## config.mk

```make
export PLATFORM = sky130hd
export DESIGN_NAME = okte_text_clip
export DESIGN_NICKNAME = d
export VERILOG_FILES = /design/src/hw/rtl/okte_pkg.sv /design/src/hw/rtl/okte_text_clip.sv
export SDC_FILE = /design/constraint.sdc
export NUM_CORES = 1
export LEC_CHECK = 0
export ABC_AREA = 1
export BUFFER_PORTS_ARGS = -buffer_cell sky130_fd_sc_hd__buf_2
export CORE_AREA = 2 2 180 182
export DETAILED_ROUTE_END_ITERATION = 10
export DIE_AREA = 0 0 182 184
export GPL_ROUTABILITY_DRIVEN = 0
export PLACE_DENSITY = 0.38
export SETUP_SLACK_MARGIN = 0.05
export SLEW_MARGIN = 20
export SYNTH_ARGS = -nofsm -noshare
export SYNTH_HDL_FRONTEND = slang
export SYNTH_SLANG_ARGS = --single-unit
export TNS_END_PERCENT = 5
```

## constraint.sdc

```tcl
create_clock -name vclk -period 2.9
set_clock_uncertainty 0.1 [all_clocks]
set_input_delay 0.29 -clock vclk [all_inputs]
set_output_delay 0.29 -clock vclk [all_outputs]
set_load 0.01 [all_outputs]
```

## src/hw/rtl/okte_pkg.sv

```systemverilog
// Shared types, widths and codes for the ordered keyed table engine.
// No dependencies; imported by okte_text_clip and the core top level.
`timescale 1ns / 1ps

package okte_pkg;

    localparam int BYTE_W      = 8;
    localparam int NAME_BYTES  = 29;
    localparam int KIND_BYTES  = 19;
    localparam int NAME_W      = NAME_BYTES * BYTE_W;
    localparam int KIND_W      = KIND_BYTES * BYTE_W;
    localparam int AMOUNT_W    = 16;
    localparam int FUNC_W      = 2;
    localparam int STATUS_W    = 2;
    localparam int SLOT_W      = 4;
    localparam int OCC_W       = 5;
    localparam int WORD_W      = 64;
    localparam int NAME3_W     = 40;
    localparam int KIND2_W     = 24;
    localparam int DEF_CAPACITY = 16;

    localparam logic [FUNC_W-1:0] FUNC_INSERT = 2'd0;
    localparam logic [FUNC_W-1:0] FUNC_REMOVE = 2'd1;
    localparam logic [FUNC_W-1:0] FUNC_SEARCH = 2'd2;

    localparam logic [STATUS_W-1:0] STATUS_OK        = 2'd0;
    localparam logic [STATUS_W-1:0] STATUS_FULL      = 2'd1;
    localparam logic [STATUS_W-1:0] STATUS_EMPTY     = 2'd2;
    localparam logic [STATUS_W-1:0] STATUS_NOT_FOUND = 2'd3;

    typedef struct packed {
        logic [NAME_W-1:0]   key;
        logic [KIND_W-1:0]   kind;
        logic [AMOUNT_W-1:0] amount;
    } t_entry;

endpackage

```

## src/hw/rtl/okte_text_clip.sv

```systemverilog
// Text clip: zero every byte after the first zero byte of a packed string.
// Depends on okte_pkg for the byte width and default length.
`timescale 1ns / 1ps

module okte_text_clip #(
    parameter int NBYTES = okte_pkg::NAME_BYTES
) (
    input  logic [NBYTES*okte_pkg::BYTE_W-1:0] i_text,
    output logic [NBYTES*okte_pkg::BYTE_W-1:0] o_text
);
    import okte_pkg::*;

    logic [NBYTES-1:0] w_nz;
    logic [NBYTES-1:0] w_keep;

    always_comb begin
        for (int b = 0; b < NBYTES; b++) begin
            w_nz[b] = |i_text[b*BYTE_W +: BYTE_W];
        end
        // keep a byte only while no earlier byte terminated the string
        for (int b = 0; b < NBYTES; b++) begin
            w_keep[b] = 1'b1;
            for (int k = 0; k < b; k++) begin
                w_keep[b] = w_keep[b] & w_nz[k];
            end
        end
        for (int b = 0; b < NBYTES; b++) begin
            o_text[b*BYTE_W +: BYTE_W] = w_keep[b] ? i_text[b*BYTE_W +: BYTE_W]
                                                   : {BYTE_W{1'b0}};
        end
    end

endmodule
```

After elaboration in Yosys (flattened, before gate mapping)
Index checks and enable logic that the tools add are counted.
- flip-flop bits (word level): 0
- input port bits: 232
- output and inout bits: 232
- word-level logic and storage cells: 83
- mux-type cells: 28
- bitwise logic cells: 27
- reductions and logical operators: 28
- operator list (operator ; number):
    8-bit two-way mux ; 28
    8-bit OR reduction ; 28
    1-bit bitwise AND ; 27

Longest topological paths before layout
- word-level depth: 29
- depth in mapped cells: 18
- depth with buffers taken out: 18

Least setup slack after synthesis
OpenSTA, ideal clock, no wires.
- path type: input -> output
- start: in i_text[7] (netlist name)
- end: out o_text[216] (netlist name)
- data arrival time: 2.759 ns
- data required time: 2.510 ns
- path slack: -0.249 ns
- stages: 18
- path buffers: 0
- cells stage by stage: nor2_1 -> nand2_1 -> nor2_2 -> nor2_4 -> nand4_4 -> nor2_4 -> nand4_4 -> nor2_4 -> nand4_4 -> nor2_4 -> nand4_4 -> nor2_4 -> nand4_4 -> nor2_4 -> nand4_4 -> nor2_4 -> nand2_1 -> nor2_1
- cells in the longest elaborated chain, start to end: 28
- RTL lines (element ; line ; RTL):
    start, declared ; okte_text_clip.sv:8 ; input logic [NBYTES*okte_pkg::BYTE_W-1:0] i_text,
    8-bit OR reduction ; okte_text_clip.sv:18 ; w_nz[b] = |i_text[b*BYTE_W +: BYTE_W];
    1-bit bitwise AND (26 in a row) ; okte_text_clip.sv:24 ; w_keep[b] = w_keep[b] & w_nz[k];
    8-bit two-way mux ; okte_text_clip.sv:28 ; o_text[b*BYTE_W +: BYTE_W] = w_keep[b] ? i_text[b*BYTE_W +: BYTE_W]
    end, declared ; okte_text_clip.sv:9 ; output logic [NBYTES*okte_pkg::BYTE_W-1:0] o_text
Every way passes these cells.

Worst setup path in the final report
- start: in i_text[7] (netlist name)
- end: out o_text[229] (netlist name)
- cells in the longest elaborated chain, start to end: 29
- RTL lines (element ; line):
    8-bit OR reduction ; okte_text_clip.sv:18
    1-bit bitwise AND (27 in a row) ; okte_text_clip.sv:24
    8-bit two-way mux ; okte_text_clip.sv:28
Every way passes these cells.

==> key figures <==
Outcome
  – Status: finished, violations left
  – Violated checks: negative setup slack

Worst setup path
  – CP arrival: 2.64 ns
  – Req. time, crit path: 2.51 ns
  – Critical Path Fanout Max: 8
  – CP Capture Type: primary output
  – CP max stage cell: nor2_4
  – Most used cell along the critical path: nor2_4
  – Delay of the slowest critical-path stage: 0.20 ns
  – Critical path class: in2out
  – Crit-path cells: buf_8 -> nor2_4 -> nand2_2 -> nor2_4 -> nor2_4 -> nand4_4 -> nor2_4 -> nand4_4 -> nor2_4 -> nand4_4 -> nor2_4 -> nand4_4 -> nor2_4 -> nand4_4 -> nor2_4 -> nand4_4 -> nor2_4 -> nand3_4 -> nor2_2 -> buf_2
  – Worst setup SP type: primary input

Detailed routing
  – Vias per cell: 3.40
  – DRT Pass-1 Iters: 4
  – Initial drt markers: 182
  – WL final: 17300 um
  – Routed Antenna Nets: 0
  – Total number of vias: 5055
  – Wire length per cell: 11.6 um
  – DRC: 0

Power
  – Sw Pwr: 0.471 mW
  – Worst vdd rail ir drop: 0.0000541 V
  – Clk pwr share: 0
  – Pleak: 3.98 nW
  – Pwr dens: 151 mW/mm^2
  – Internal power: 0.397 mW
  – Sw Share: 0.542
  – Pwr Total: 0.868 mW
  – Part of the power in registers: 0
  – Comb power frac: 1.000

Synthesis
  – Post-synthesis sequential area ratio: 0
  – Mux contribution to synthesized area: 0
  – Simple-gate share of the synthesized area: 0.634
  – Most frequent cell after synthesis: nor2_1
  – Post-synth top cells: nor2_1, inv_1, nor4_1
  – Main combinational cell family by area after synthesis: simple AND/OR/NAND/NOR gates
  – Leading area contributor after synthesis: nor2_1
  – Post-synthesis compound-gate area fraction: 0
  – XOR/XNOR share of the synthesized area: 0
  – Syn Inst Count: 588
  – Syn Nets: 820
  – Mapped Area: 0.00253 mm^2
  – Adder-cell area share of the yosys netlist: 0
  – Syn avg cell area: 4.31 um^2
  – Yosys top cell area share: 0.370
  – Synth unique cells: 12
  – Synth top area cells: nor2_1, inv_1, nor4_1
  – YS warnings: 0

Die
  – Core ar.: 0.0314 mm^2
  – Starting density of the core: 0.0807
  – I/O pin count: 464
  – Die X: 182 um
  – Die height: 184 um
  – FP Rows: 65
  – Area of the die: 0.0335 mm^2

Min path
  – Min-Delay Path Class: in2out

GRT
  – Largest net degree at the start of global routing: 9
  – GR Overflow Total: 0
  – First-pass GRT wire length: 24700 um
  – Initial antenna violation count: 1
  – Gr usage total: 0.0914
  – Vias in the first global route: 4927

Timing
  – Final setup margin: -0.128 ns
  – Fin Setup TNS: -2.84 ns
  – Setup-failing EPs final: 33
  – Slew Viols, Final: 0
  – Final min period: 3.03 ns
  – Slew margin rel.: 0.693
  – Max Fclk: 330 MHz
  – Final worst-path cycle share: 1.04
  – RSZ-0062 raised after global routing: true
  – Worst Max-Slew Pin Slew: 0.456 ns
  – Final hold violation count: 0

Place
  – Dpl ws: -0.295 ns
  – Post-DP Area: 0.00558 mm^2
  – Number of port buffers: 464
  – Final HPWL DP: 15900 um

Finish
  – Layout cell share with drive strength beyond 1: 0.501
  – Clock buffers: 0
  – Sequential Area: 0 um^2
  – Design area: 0.00576 mm^2
  – Area grow syn2layout: 128%
  – Seq_cells: 0
  – Nets: 1318

Job
  – Max-cap viol count: 0
## cell type report
cell class	instances	area, um^2
fillers	3730	25600
multi-input cells	349	1690
well taps	402	503
repair buffers	504	2710
diodes	1	2.50
inverters	231	867
## stage by stage
stage                      util  hold slack [ns]  cells
after floorplan               -            0.567    588
after global placement    0.178            0.681   1480
after detailed placement  0.178            0.679   1480
after CTS                 0.180            0.679   1485
after global routing      0.184            0.667   1487
final                     0.184            0.662   1487
## metal layers
layer	global-route usage	up-vias	part of all wire
li1	-	2657	-
met5	0	-	0
met3	0.0105	24	0.062
met4	0.0177	0	0.023
met2	0.193	255	0.55
met1	0.0950	2119	0.37
## worst max-delay path: cells and delay by family
kind | cells | cell delay (ns)
and+or+nand+nor | 18 | 2.14
buffers and inverters | 2 | 0.21
## what timing repair did
item                                    CTS  global route
pin swaps                                 3             4
buffers inserted                          5             1
hold buffers                              0             0
endpoints found under the setup margin   56            88
gates resized for setup                   6            27
## cells in the final DEF, fill, tap and decap left out, drive strengths merged
master,instances
inv,231
nand3,11
nand4,20
nor4,31
diode,1
nor2,258
nand2,25
nor3,4
buf,504
## kinds of logic (layout without fill, tap and decap cells)
group,count (synthesis),count (layout)
AND/OR/NAND/NOR,349,349
buffers and inverters,239,735
other,0,1
## path summary, 6_finish.rpt
kind	start	end	slack (ns)	cells after the start
min	i_text[1]	o_text[1]	0.66	2
max	i_text[7]	o_text[229]	-0.13	20
## power by group through the flow
| stage | Sequential (mW) | Combinational [mW] | Clock, mW |
|---|---|---|---|
| 5_1_grt | 0 | 0.958 | 0.0000000461 |
| 3_5_place_dp | 0 | 0.845 | 0 |
| 4_1_cts | 0 | 0.860 | 0 |
| 6_report | 0 | 0.868 | 0.0000000461 |
| 2_1_floorplan | 0 | 0.365 | 0 |
| 3_3_place_gp | 0 | 0.852 | 0 |
No activity file was read; power rests on OpenSTA's default activity.
